File: config.mk
export PLATFORM = sky130hd
export DESIGN_NAME = pausable_countdown_timer_bank_core
export DESIGN_NICKNAME = d
export VERILOG_FILES = /design/src/hdl/pctb_pkg.sv /design/src/hdl/pctb_alu.sv /design/src/hdl/pctb_slot_bank.sv /design/src/hdl/pausable_countdown_timer_bank_core.sv
export SDC_FILE = /design/constraint.sdc
export NUM_CORES = 1
export LEC_CHECK = 0
export ABC_AREA = 0
export ABC_CLOCK_PERIOD_IN_PS = 11150
export BUFFER_PORTS_ARGS = -buffer_cell sky130_fd_sc_hd__buf_2
export CORE_MARGIN = 8
export CORE_UTILIZATION = 35
export DETAILED_ROUTE_END_ITERATION = 6
export GPL_ROUTABILITY_DRIVEN = 0
export GPL_TIMING_DRIVEN = 0
export SLEW_MARGIN = 25
export SYNTH_ARGS = -nofsm -noshare
export SYNTH_HDL_FRONTEND = slang
export SYNTH_SLANG_ARGS = --single-unit
File: constraint.sdc
create_clock -name i_clk -period 11.15 [get_ports i_clk]
set_input_delay 2.23 -clock i_clk [delete_from_list [all_inputs] [get_ports i_clk]]
set_output_delay 2.23 -clock i_clk [all_outputs]
set_load 0.005 [all_outputs]
File: src/hdl/pctb_pkg.sv
`timescale 1ns / 1ps

package pctb_pkg;

    localparam int NUM_TIMERS = 8;
    localparam int IDX_W      = (NUM_TIMERS > 1) ? $clog2(NUM_TIMERS) : 1;
    localparam int SLOT_W     = 3;
    localparam int CMD_W      = 3;
    localparam int ST_W       = 2;
    localparam int TIME_W     = 32;

    localparam logic [CMD_W-1:0] CMD_TICK  = 3'd0;
    localparam logic [CMD_W-1:0] CMD_ALLOC = 3'd1;
    localparam logic [CMD_W-1:0] CMD_SET   = 3'd2;
    localparam logic [CMD_W-1:0] CMD_RUN   = 3'd3;
    localparam logic [CMD_W-1:0] CMD_STOP  = 3'd4;
    localparam logic [CMD_W-1:0] CMD_QUERY = 3'd5;

    localparam logic [ST_W-1:0] ST_OK        = 2'd0;
    localparam logic [ST_W-1:0] ST_NOT_IDLE  = 2'd1;
    localparam logic [ST_W-1:0] ST_NO_FREE   = 2'd2;
    localparam logic [ST_W-1:0] ST_NOT_ALLOC = 2'd3;

    typedef logic t_alu_op;
    localparam t_alu_op ALU_ADD  = 1'b0;
    localparam t_alu_op ALU_LEFT = 1'b1;

    // Slot store update: value write and flag write (flag write also marks allocated).
    typedef struct packed {
        logic [IDX_W-1:0]  addr;
        logic              we_val;
        logic [TIME_W-1:0] val;
        logic              we_flag;
        logic              run_flag;
    } t_bank_wr;

endpackage

File: src/hdl/pctb_alu.sv
`timescale 1ns / 1ps

module pctb_alu import pctb_pkg::*; (
    input  t_alu_op           i_op,
    input  logic [TIME_W-1:0] i_a,
    input  logic [TIME_W-1:0] i_b,
    output logic [TIME_W-1:0] o_y
);

    logic [TIME_W-1:0] sum;
    logic [TIME_W-1:0] diff;

    assign sum  = i_a + i_b;
    assign diff = i_a - i_b;

    // LEFT: wrap-safe time left, zero unless the signed difference is positive.
    always_comb begin
        case (i_op)
            ALU_ADD:  o_y = sum;
            ALU_LEFT: o_y = ((diff != '0) && !diff[TIME_W-1]) ? diff : '0;
            default:  o_y = sum;
        endcase
    end

endmodule

File: src/hdl/pctb_slot_bank.sv
`timescale 1ns / 1ps

module pctb_slot_bank import pctb_pkg::*; (
    input  logic                  i_clk,
    input  logic                  i_rst_n,
    input  t_bank_wr              i_wr,
    input  logic [IDX_W-1:0]      i_rd_addr,
    output logic [NUM_TIMERS-1:0] o_alloc,
    output logic [NUM_TIMERS-1:0] o_run,
    output logic [TIME_W-1:0]     o_rd_data
);

    // Idle slot holds its duration, running slot holds its deadline.
    logic [TIME_W-1:0]     r_val [NUM_TIMERS];
    logic [NUM_TIMERS-1:0] r_alloc;
    logic [NUM_TIMERS-1:0] r_run;
    logic [TIME_W-1:0]     r_rd_data;

    always_ff @(posedge i_clk) begin
        if (!i_rst_n) begin
            r_alloc <= '0;
            r_run   <= '0;
        end else if (i_wr.we_flag) begin
            r_alloc[i_wr.addr] <= 1'b1;
            r_run[i_wr.addr]   <= i_wr.run_flag;
        end
    end

    always_ff @(posedge i_clk) begin
        if (i_wr.we_val) begin
            r_val[i_wr.addr] <= i_wr.val;
        end
        r_rd_data <= r_val[i_rd_addr];
    end

    assign o_alloc   = r_alloc;
    assign o_run     = r_run;
    assign o_rd_data = r_rd_data;

endmodule

File: src/hdl/pausable_countdown_timer_bank_core.sv
`timescale 1ns / 1ps
// Bank of pausable countdown timers on a wrapping 32-bit millisecond counter.
// Input channel: i_in_valid / o_in_stall with i_command, i_timer_slot,
// i_time_ms, i_start_now. A transfer happens when valid is high and stall low.
// Output channel: o_out_valid / i_out_stall with o_status, o_slot_out,
// o_remaining_ms, o_now_ms; exactly one result per input item.
// One item at a time through a small sequencer and one shared adder/compare.
// Each item goes from decode to done: tick, set, run, stop and query pass through
// execute and write-back; set on a running slot skips write-back; unused commands
// and unallocated slots go from decode straight to done; alloc scans the slots in
// order, one slot checked per cycle, 1 to 8 slots. The next transfer can come in
// the cycle after the result is loaded, not before.
// o_in_stall is high from the cycle after a transfer until the sequencer is idle.
// The result sits in an output register; while the receiver stalls, it holds
// and the next item may already be taken and processed, its result waiting
// until the output register frees up.
// Reset (synchronous, active low) clears the counter, all slot flags and the
// output valid flag; the block takes input the first cycle after reset.

module pausable_countdown_timer_bank_core import pctb_pkg::*; (
    input  logic              i_clk,
    input  logic              i_rst_n,
    input  logic              i_in_valid,
    output logic              o_in_stall,
    input  logic [CMD_W-1:0]  i_command,
    input  logic [SLOT_W-1:0] i_timer_slot,
    input  logic [TIME_W-1:0] i_time_ms,
    input  logic              i_start_now,
    output logic              o_out_valid,
    input  logic              i_out_stall,
    output logic [ST_W-1:0]   o_status,
    output logic [SLOT_W-1:0] o_slot_out,
    output logic [TIME_W-1:0] o_remaining_ms,
    output logic [TIME_W-1:0] o_now_ms
);

    localparam logic [2:0] S_IDLE   = 3'd0;
    localparam logic [2:0] S_DECODE = 3'd1;
    localparam logic [2:0] S_SCAN   = 3'd2;
    localparam logic [2:0] S_EXEC   = 3'd3;
    localparam logic [2:0] S_WB     = 3'd4;
    localparam logic [2:0] S_DONE   = 3'd5;

    logic [2:0]        r_state, n_state;
    logic [CMD_W-1:0]  r_cmd, n_cmd;
    logic [SLOT_W-1:0] r_slot, n_slot;
    logic [TIME_W-1:0] r_tms, n_tms;
    logic              r_start, n_start;
    logic [IDX_W-1:0]  r_idx, n_idx;
    logic [TIME_W-1:0] r_now, n_now;
    logic [TIME_W-1:0] r_alu, n_alu;
    logic [ST_W-1:0]   r_status, n_status;
    logic [SLOT_W-1:0] r_slot_out, n_slot_out;
    logic [TIME_W-1:0] r_remaining, n_remaining;
    logic              r_out_valid, n_out_valid;
    logic [ST_W-1:0]   r_o_status, n_o_status;
    logic [SLOT_W-1:0] r_o_slot, n_o_slot;
    logic [TIME_W-1:0] r_o_remaining, n_o_remaining;
    logic [TIME_W-1:0] r_o_now, n_o_now;

    t_bank_wr              bank_wr;
    logic [NUM_TIMERS-1:0] alloc_vec;
    logic [NUM_TIMERS-1:0] run_vec;
    logic [TIME_W-1:0]     rd_data;
    logic [IDX_W-1:0]      slot_idx;
    logic                  slot_ok;
    logic                  slot_run;
    t_alu_op               alu_op;
    logic [TIME_W-1:0]     alu_a;
    logic [TIME_W-1:0]     alu_b;
    logic [TIME_W-1:0]     alu_y;
    logic                  in_xfer;

    assign slot_idx = IDX_W'(r_slot);
    assign slot_ok  = (32'(r_slot) < NUM_TIMERS) && alloc_vec[slot_idx];
    assign slot_run = run_vec[slot_idx];
    assign in_xfer  = i_in_valid && !o_in_stall;

    pctb_slot_bank u_bank (
        .i_clk     (i_clk),
        .i_rst_n   (i_rst_n),
        .i_wr      (bank_wr),
        .i_rd_addr (slot_idx),
        .o_alloc   (alloc_vec),
        .o_run     (run_vec),
        .o_rd_data (rd_data)
    );

    pctb_alu u_alu (
        .i_op (alu_op),
        .i_a  (alu_a),
        .i_b  (alu_b),
        .o_y  (alu_y)
    );

    always_comb begin
        case (r_cmd)
            CMD_TICK: begin
                alu_op = ALU_ADD;
                alu_a  = r_now;
                alu_b  = TIME_W'(1);
            end
            CMD_SET: begin
                alu_op = ALU_ADD;
                alu_a  = r_now;
                alu_b  = r_tms;
            end
            CMD_RUN: begin
                alu_op = ALU_ADD;
                alu_a  = r_now;
                alu_b  = rd_data;
            end
            CMD_STOP, CMD_QUERY: begin
                alu_op = ALU_LEFT;
                alu_a  = rd_data;
                alu_b  = r_now;
            end
            default: begin
                alu_op = ALU_ADD;
                alu_a  = r_now;
                alu_b  = '0;
            end
        endcase
    end

    always_comb begin
        n_state       = r_state;
        n_cmd         = r_cmd;
        n_slot        = r_slot;
        n_tms         = r_tms;
        n_start       = r_start;
        n_idx         = r_idx;
        n_now         = r_now;
        n_alu         = r_alu;
        n_status      = r_status;
        n_slot_out    = r_slot_out;
        n_remaining   = r_remaining;
        n_out_valid   = r_out_valid;
        n_o_status    = r_o_status;
        n_o_slot      = r_o_slot;
        n_o_remaining = r_o_remaining;
        n_o_now       = r_o_now;
        bank_wr       = '0;
        bank_wr.addr  = slot_idx;

        if (r_out_valid && !i_out_stall) begin
            n_out_valid = 1'b0;
        end

        case (r_state)
            S_IDLE: begin
                if (in_xfer) begin
                    n_cmd       = i_command;
                    n_slot      = i_timer_slot;
                    n_tms       = i_time_ms;
                    n_start     = i_start_now;
                    n_idx       = '0;
                    n_status    = ST_OK;
                    n_slot_out  = i_timer_slot;
                    n_remaining = '0;
                    n_state     = S_DECODE;
                end
            end
            S_DECODE: begin
                case (r_cmd)
                    CMD_TICK: n_state = S_EXEC;
                    CMD_ALLOC: n_state = S_SCAN;
                    CMD_SET, CMD_RUN, CMD_STOP, CMD_QUERY: begin
                        if (slot_ok) begin
                            n_state = S_EXEC;
                        end else begin
                            n_status = ST_NOT_ALLOC;
                            n_state  = S_DONE;
                        end
                    end
                    default: n_state = S_DONE;
                endcase
            end
            S_SCAN: begin
                if (!alloc_vec[r_idx]) begin
                    bank_wr.addr     = r_idx;
                    bank_wr.we_val   = 1'b1;
                    bank_wr.val      = '0;
                    bank_wr.we_flag  = 1'b1;
                    bank_wr.run_flag = 1'b0;
                    n_slot_out       = SLOT_W'(r_idx);
                    n_state          = S_DONE;
                end else if (r_idx == IDX_W'(NUM_TIMERS - 1)) begin
                    n_status = ST_NO_FREE;
                    n_state  = S_DONE;
                end else begin
                    n_idx = r_idx + IDX_W'(1);
                end
            end
            S_EXEC: begin
                n_alu = alu_y;
                if (r_cmd == CMD_SET && slot_run) begin
                    n_status = ST_NOT_IDLE;
                    n_state  = S_DONE;
                end else begin
                    n_state = S_WB;
                end
            end
            S_WB: begin
                case (r_cmd)
                    CMD_TICK: n_now = r_alu;
                    CMD_SET: begin
                        bank_wr.we_val   = 1'b1;
                        bank_wr.val      = r_start ? r_alu : r_tms;
                        bank_wr.we_flag  = 1'b1;
                        bank_wr.run_flag = r_start;
                    end
                    CMD_RUN: begin
                        if (!slot_run) begin
                            bank_wr.we_val   = 1'b1;
                            bank_wr.val      = r_alu;
                            bank_wr.we_flag  = 1'b1;
                            bank_wr.run_flag = 1'b1;
                        end
                    end
                    CMD_STOP: begin
                        if (slot_run) begin
                            bank_wr.we_val   = 1'b1;
                            bank_wr.val      = r_alu;
                            bank_wr.we_flag  = 1'b1;
                            bank_wr.run_flag = 1'b0;
                        end
                    end
                    CMD_QUERY: n_remaining = slot_run ? r_alu : rd_data;
                    default: n_remaining = '0;
                endcase
                n_state = S_DONE;
            end
            S_DONE: begin
                if (!r_out_valid || !i_out_stall) begin
                    n_out_valid   = 1'b1;
                    n_o_status    = r_status;
                    n_o_slot      = r_slot_out;
                    n_o_remaining = r_remaining;
                    n_o_now       = r_now;
                    n_state       = S_IDLE;
                end
            end
            default: n_state = S_IDLE;
        endcase
    end

    always_ff @(posedge i_clk) begin
        if (!i_rst_n) begin
            r_state     <= S_IDLE;
            r_now       <= '0;
            r_out_valid <= 1'b0;
        end else begin
            r_state     <= n_state;
            r_now       <= n_now;
            r_out_valid <= n_out_valid;
        end
    end

    always_ff @(posedge i_clk) begin
        r_cmd         <= n_cmd;
        r_slot        <= n_slot;
        r_tms         <= n_tms;
        r_start       <= n_start;
        r_idx         <= n_idx;
        r_alu         <= n_alu;
        r_status      <= n_status;
        r_slot_out    <= n_slot_out;
        r_remaining   <= n_remaining;
        r_o_status    <= n_o_status;
        r_o_slot      <= n_o_slot;
        r_o_remaining <= n_o_remaining;
        r_o_now       <= n_o_now;
    end

    assign o_in_stall     = !i_rst_n || (r_state != S_IDLE);
    assign o_out_valid    = r_out_valid;
    assign o_status       = r_o_status;
    assign o_slot_out     = r_o_slot;
    assign o_remaining_ms = r_o_remaining;
    assign o_now_ms       = r_o_now;

endmodule

After elaboration in Yosys (flattened, before gate mapping)
Memories as Yosys holds them, arrays and structs flattened. A register that Yosys moved wholly into a read port is not among the register bits.
Index checks and enable logic that the tools add are counted.

storage, ports and cells
  RAM bits = 256
  logic and storage cells = 132
  ROM bits = 0
  bits in latches = 0
  memories = 1
  input port bits = 43
  register bits = 232

operators by class
  bitwise gates (word level) = 2
  $lt $le $gt $ge = 4
  divide/modulo/power cells = 0
  reductions and logical operators = 30
  mux-type cells = 52
  shift-type cells = 0
  multiply operators = 0
  equal/unequal tests = 22
  $add $sub $neg = 3

memories
  name          words  width  rd ports  clocked after Yosys merged registers in  write ports  line                  RTL
  u_bank.r_val  8      32     1         1                                        1            pctb_slot_bank.sv:14  logic [TIME_W-1:0] r_val [NUM_TIMERS];

operator list
  cell                                                                    number
  32-bit case mux with 2 select lines                                     3
  32-bit 2-to-1 mux                                                       5
  32-bit case mux with 4 select lines                                     1
  35-bit case mux with 3 select lines                                     1
  35-bit 2-to-1 mux                                                       2
  35-bit case mux with 2 select lines                                     1
  38-bit 2-to-1 mux                                                       1
  3-bit 2-to-1 mux                                                        11
  32-bit adder                                                            1
  32-bit nonzero test                                                     1
  32-bit subtractor                                                       1
  2-bit != test (second input constant)                                   10
  3-bit case mux with 6 select lines                                      1
  3-bit equality test (second input constant)                             5
  3-bit by 2-bit equality test with 1-bit output (second input constant)  4
  3-bit by 4-bit < comparator with 1-bit output (second input constant)   3
  2-bit 2-to-1 mux                                                        6
  3-bit case mux with 2 select lines                                      2
  1-bit 2-to-1 mux                                                        11
  1-bit binary-select mux with 3-bit select                               3
  3-bit case mux with 3 select lines                                      1
  3-bit AND reduction                                                     3
  8-bit bitwise mux                                                       1
  8-bit OR                                                                1
  19 further kinds                                                        34

Depth between registers and ports, before layout
  depth in word-level cells = 9
  mapped depth = 21

Hierarchy
From an unflattened synthesis, not the netlist that was laid out.

unflattened totals
  cell total of the unflattened synthesis = 1966
  area total of the unflattened synthesis = 25117.8 um2

by module, submodules not included
  module                              times used  area an instance (um2)  cells each  seq. area each (um2)
  pctb_slot_bank                      1           11083.1                 472         8648.3
  pausable_countdown_timer_bank_core  1           9233.9                  754         6125.9
  pctb_alu                            1           4800.9                  740         0.0

Least setup slack after synthesis
OpenSTA, ideal clock, no wires.

  path kind = input to register
  start = input port i_rst_n
  end = register r_remaining[0], enable pin
  setup slack = 4.519 ns
  cell stages on the path = 5
  path buffers = 1
  arrival time = 6.170 ns
  cells stage by stage = nor4b_1 and2_1 clkbuf_1 a21oi_1 nor3_1

on the way
  word-level cells in the longest chain between the ends = 6

ends and longest elaborated chain
  element                        line                                       RTL
  start: declaration             pausable_countdown_timer_bank_core.sv:22   input logic i_rst_n,
  1-bit zero test                pausable_countdown_timer_bank_core.sv:276  assign o_in_stall = !i_rst_n || (r_state != S_IDLE);
  1-bit logical OR               pausable_countdown_timer_bank_core.sv:276
  1-bit zero test                pausable_countdown_timer_bank_core.sv:77   assign in_xfer = i_in_valid && !o_in_stall;
  1-bit logical AND              pausable_countdown_timer_bank_core.sv:77
  2-bit != test (no line)        n/a
  3-bit AND reduction (no line)  n/a
  end signal: assignment         pausable_countdown_timer_bank_core.sv:269  r_remaining <= n_remaining;
  end: declaration               pausable_countdown_timer_bank_core.sv:54   logic [TIME_W-1:0] r_remaining, n_remaining;

No other way between the ends.
A chain may end at the register's enable or synchronous reset.

Final worst setup path
  start = register r_cmd[2]
  end = register r_alu[4], data pin

on the way
  word-level cells in the longest chain between the ends = 8
  elaborated cells between the ends (all ways) = 17
  classes of those cells = add/sub (2); eq/ne (4); mux (5); bitwise (1); reduce/logical (5)

ends and longest elaborated chain
  element                                                                          line                                       RTL
  start: declaration                                                               pausable_countdown_timer_bank_core.sv:45   logic [CMD_W-1:0] r_cmd, n_cmd;
  start signal: assignment                                                         pausable_countdown_timer_bank_core.sv:261  r_cmd <= n_cmd;
  3-bit equality test                                                              pausable_countdown_timer_bank_core.sv:97   case (r_cmd)
  2-bit OR reduction                                                               pausable_countdown_timer_bank_core.sv:97
  32-bit case mux with 4 select lines / 32-bit 2-to-1 mux (equally long branches)  pausable_countdown_timer_bank_core.sv:97
  32-bit subtractor                                                                pctb_alu.sv:14                             assign diff = i_a - i_b;
  32-bit nonzero test / 1-bit zero test (equally long branches)                    pctb_alu.sv:20                             ALU_LEFT: o_y = ((diff != '0) && !diff[TIME_W-1]) ? diff : '0;
  1-bit logical AND                                                                pctb_alu.sv:20
  32-bit 2-to-1 mux                                                                pctb_alu.sv:20
  32-bit case mux with 2 select lines *                                            pctb_alu.sv:18                             case (i_op)
  net alu_y[4]                                                                     pausable_countdown_timer_bank_core.sv:71   logic [TIME_W-1:0] alu_y;
  end signal: assignment                                                           pausable_countdown_timer_bank_core.sv:266  r_alu <= n_alu;
  end: declaration                                                                 pausable_countdown_timer_bank_core.sv:51   logic [TIME_W-1:0] r_alu, n_alu;

The timed path passes the listed nets; every way through them passes the cells marked *.

==> impl.org <==
** Timing
- Actual transition at the worst max-transition pin :: 973 ps
- Across the routed clock network, the largest skew measured is 30.7 ps.
- Derived from the worst setup path, the maximum achievable clock frequency is 0.134 GHz.
- The number of hold violations in the final report is 0.
- Dividing the final minimum period by the clock period gives 0.670.
- Final sum of negative setup slack :: 0 ps
- Setup violations remaining at the end of the flow were counted as 0.
- Setup repair after global routing left no endpoint under its margin.
- Normalized max-slew margin :: 0.352
- Final number of max-transition violations :: 0
- For the finished layout, the period the worst path requires is 7470 ps.

** CTS
- Counting every sink on the clock net gives 520.
- Quantity of gates resized following cts :: 0
- Clock tree from TritonCTS :: done
- Buffers added to address setup during post-CTS repair amount to 0.
- Clock latency on the worst-skew pair :: 600 ps
- Clock-pin slew of the registers on the worst-case setup and hold paths :: 70 ps
- Buffers inserted during clock tree synthesis total 52.
- The H-tree was split into 2 levels.
- Cts-stage hold buffer count :: 0
- Clock root buffer :: clkbuf_16
- No sink is reached through more buffers than the 3 on the longest clock path.

** Route
- The final layout contains routed wiring with a total length of 72300 µm.
- For this run, design rule violations remaining after detail routing come to 0.
- For this block, the initial DRC count from the detailed router was 1876.
- The detail route stage leaves a number of antenna-violating nets equal to 0.
- Number of search-and-repair iterations in the first detailed-routing pass :: 6
- After detailed routing, the average wire length per cell comes to 23.1 µm.
- Routed vias :: 17100
- Dividing the detail-routed via count by the number of cells gives 5.48.

** Place
- Detailed placement finished with a half-perimeter wire length of 53400 µm.
- # port buffers :: 113

** Synthesis
- Seq cells post-synth :: 520
- Asr flop ratio synth :: 0
- Post-synth top area cell :: edfxtp_1
- In this run, distinct cell masters in the synthesized netlist total 72.
- Number of warnings printed during yosys synthesis :: 0
- Top-area cell type share of the netlist area :: 0.532
- Number of flops mapped to enable cells by yosys :: 436
- In the synthesized netlist, the cells that appear most often are 436 x edfxtp_1, 253 x nand2_1, 142 x nor2_1.
- Post-synthesis cell area :: 0.0246 mm²
- Nets in the synthesized netlist :: 2056
- Proportion of synthesized chip area in sequential cells :: 0.601
- Ranked by total cell area, the synthesized netlist is headed by edfxtp_1 53%, dfxtp_1 6.8%, mux4_2 6.4%, nand2_1 3.9%, mux2i_1 3.6%.
- The average instance in the mapped netlist occupies 12.6 µm².
- Flip-flop cell with the highest count after synthesis :: edfxtp_1
- By instance count, the leading cell after synthesis is edfxtp_1.
- Synthesis handed over a netlist of 1947 instances.

** Die
- After floorplanning, the core was divided into 97 placement rows.
- 114 I/O pins were placed.
- The die covers 0.0790 mm².
- After floorplanning, the core was sized to cover 0.0698 mm².
- DIE HEIGHT :: 281 µm
- Starting density of the core :: 0.352
- Horiz. Die Dim :: 281 µm

** Critical path
- STA classifies the critical path startpoint as a flip-flop.
- Data required time at the worst endpoint :: 11480 ps
- Crit path DAT :: 7810 ps
- Largest fanout of any net on the critical path :: 10
- Critical Path End Type :: flip-flop
- The setup path with the least slack is of type reg -> reg.

** Run status
- The run finished with clean final reports.

** Global routing
- Aggregate global-route resource usage :: 0.179
- Entering global routing, the biggest net connects 45 pins.
- Vias in the first global route :: 17000
- Remaining global-route overflow :: 0
- The first global-routing pass estimated 107000 µm of wire.
- Number of antenna violations at the first check in global routing :: 1

** Cells and area
- Area of combinational cells with multiple inputs :: 0.00915 mm²
- Of the cells placed in the final design, the portion with a size suffix greater than 1 is 0.172.
- Filler Cells Inserted :: 6466
- In the final layout, flip-flops and latches occupy 0.0148 mm².
- Compared with the post-synthesis result, the final layout area differs by 16.1%.
- The net count of the finished layout is 2250.

** Power
- Overall power of the completed layout :: 4.76 mW
- In this run the static leakage power is 10.5 nW.
- IR Drop Worst-Case VDD :: 0.104 mV
- Power density over the cells :: 167 mW/mm²

** Min path
- The tightest min-delay check is of the reg -> reg type.

** Flow run
- Across the run, the number of max-cap violations was 0.
registers in the layout (all words and copies together) (netlist names), 8 cells and up:
name / flops
u_bank.o_alloc: 8
o_now_ms: 32
r_remaining: 32
r_now: 32
u_bank.o_rd_data: 32
u_bank.r_val: 256
o_remaining_ms: 32
u_bank.o_run: 8
r_alu: 32
r_tms: 32
layout make-up:
class,instances,share of cell area
flip-flops and latches,520,0.517
multi-input cells,1233,0.320
clock buffers,71,0.0513
well taps,940,0.0412
repair buffers,140,0.0341
plain buffers,116,0.0163
inverters,78,0.0102
clock inverters,27,0.00937
diodes,1,0.0000876
logic make-up after synthesis:
group / share of synthesized area
AND/OR/NAND/NOR: 0.108
AO/OA/AOI/OAI: 0.101
multiplexers: 0.118
flip-flops: 0.601
XOR/XNOR: 0.00748
adder cells (fa/ha/maj): 0.0342
buffers and inverters: 0.0306
layout by cell type, fill, tap and decap left out, drive strengths merged, types with 18 or more instances in the layout:
master	n
edfxtp	436
nand2	253
buf	175
clkbuf	152
nor2	142
mux2i	89
dfxtp	84
inv	81
a21oi	73
mux4	70
ha	64
o21ai	52
o21a	48
mux2	39
a21boi	37
a22oi	33
nand3	30
nor3	28
or3	25
o211ai	21
nand4	18
xnor2	18
path summary, 6_finish.rpt:
kind	to	from	slack, ps	depth (start not counted)
worst max-delay path	r_alu[4]$_DFFE_PP_	r_cmd[2]$_DFFE_PP_	3680	20
worst min-delay path	o_remaining_ms[0]$_DFFE_PP_	r_remaining[0]$_SDFFCE_PN0P_	400	0
worst max register to register	r_alu[4]$_DFFE_PP_	r_cmd[2]$_DFFE_PP_	3680	20
worst min register to register	o_remaining_ms[0]$_DFFE_PP_	r_remaining[0]$_SDFFCE_PN0P_	400	0
metrics by stage:
| stage | setup WS, ps | util | area, µm² | hold slack [ps] | cells |
|---|---|---|---|---|---|
| after floorplan | 4520 | - | 24600 | 400 | 1947 |
| after global placement | 1480 | 0.377 | 26300 | 407 | 3000 |
| after detailed placement | 3950 | 0.384 | 26800 | 405 | 3027 |
| after CTS | 3930 | 0.409 | 28600 | 406 | 3125 |
| after global routing | 3360 | 0.409 | 28600 | 406 | 3125 |
| final | 3680 | 0.409 | 28600 | 400 | 3126 |
worst max-delay path, stage by stage (launching register included):
cell       delay, ps
edfxtp_1         320
clkbuf_1         410
nor2b_1          190
clkbuf_1         490
buf_2            430
clkbuf_1         670
nand2_1          120
o21ai_0          320
ha_1             310
inv_1             70
fa_1             520
a21o_1           260
a2111oi_4        480
o211ai_1         220
a31oi_1          530
o21ai_1          270
xnor2_1          230
o2111ai_1        240
nor4_4           630
nor3b_1          120
o31a_1           340
power breakdown:
group | switching (mW) | internal (mW) | leakage [nW]
Sequential | 0.0436 | 2.18 | 4.76
Clock | 0.754 | 1.02 | 0.843
Combinational | 0.498 | 0.267 | 4.93
per-layer routing:
| layer | track usage | up-vias | wire length [µm] |
|---|---|---|---|
| met5 | 0 | - | 11 |
| met4 | 0.0613 | 2 | 2360 |
| met3 | 0.0328 | 155 | 5540 |
| met2 | 0.292 | 779 | 34300 |
| met1 | 0.237 | 8525 | 30100 |
| li1 | - | 7665 | - |
Note: power is estimated with default switching activity, not from simulation.
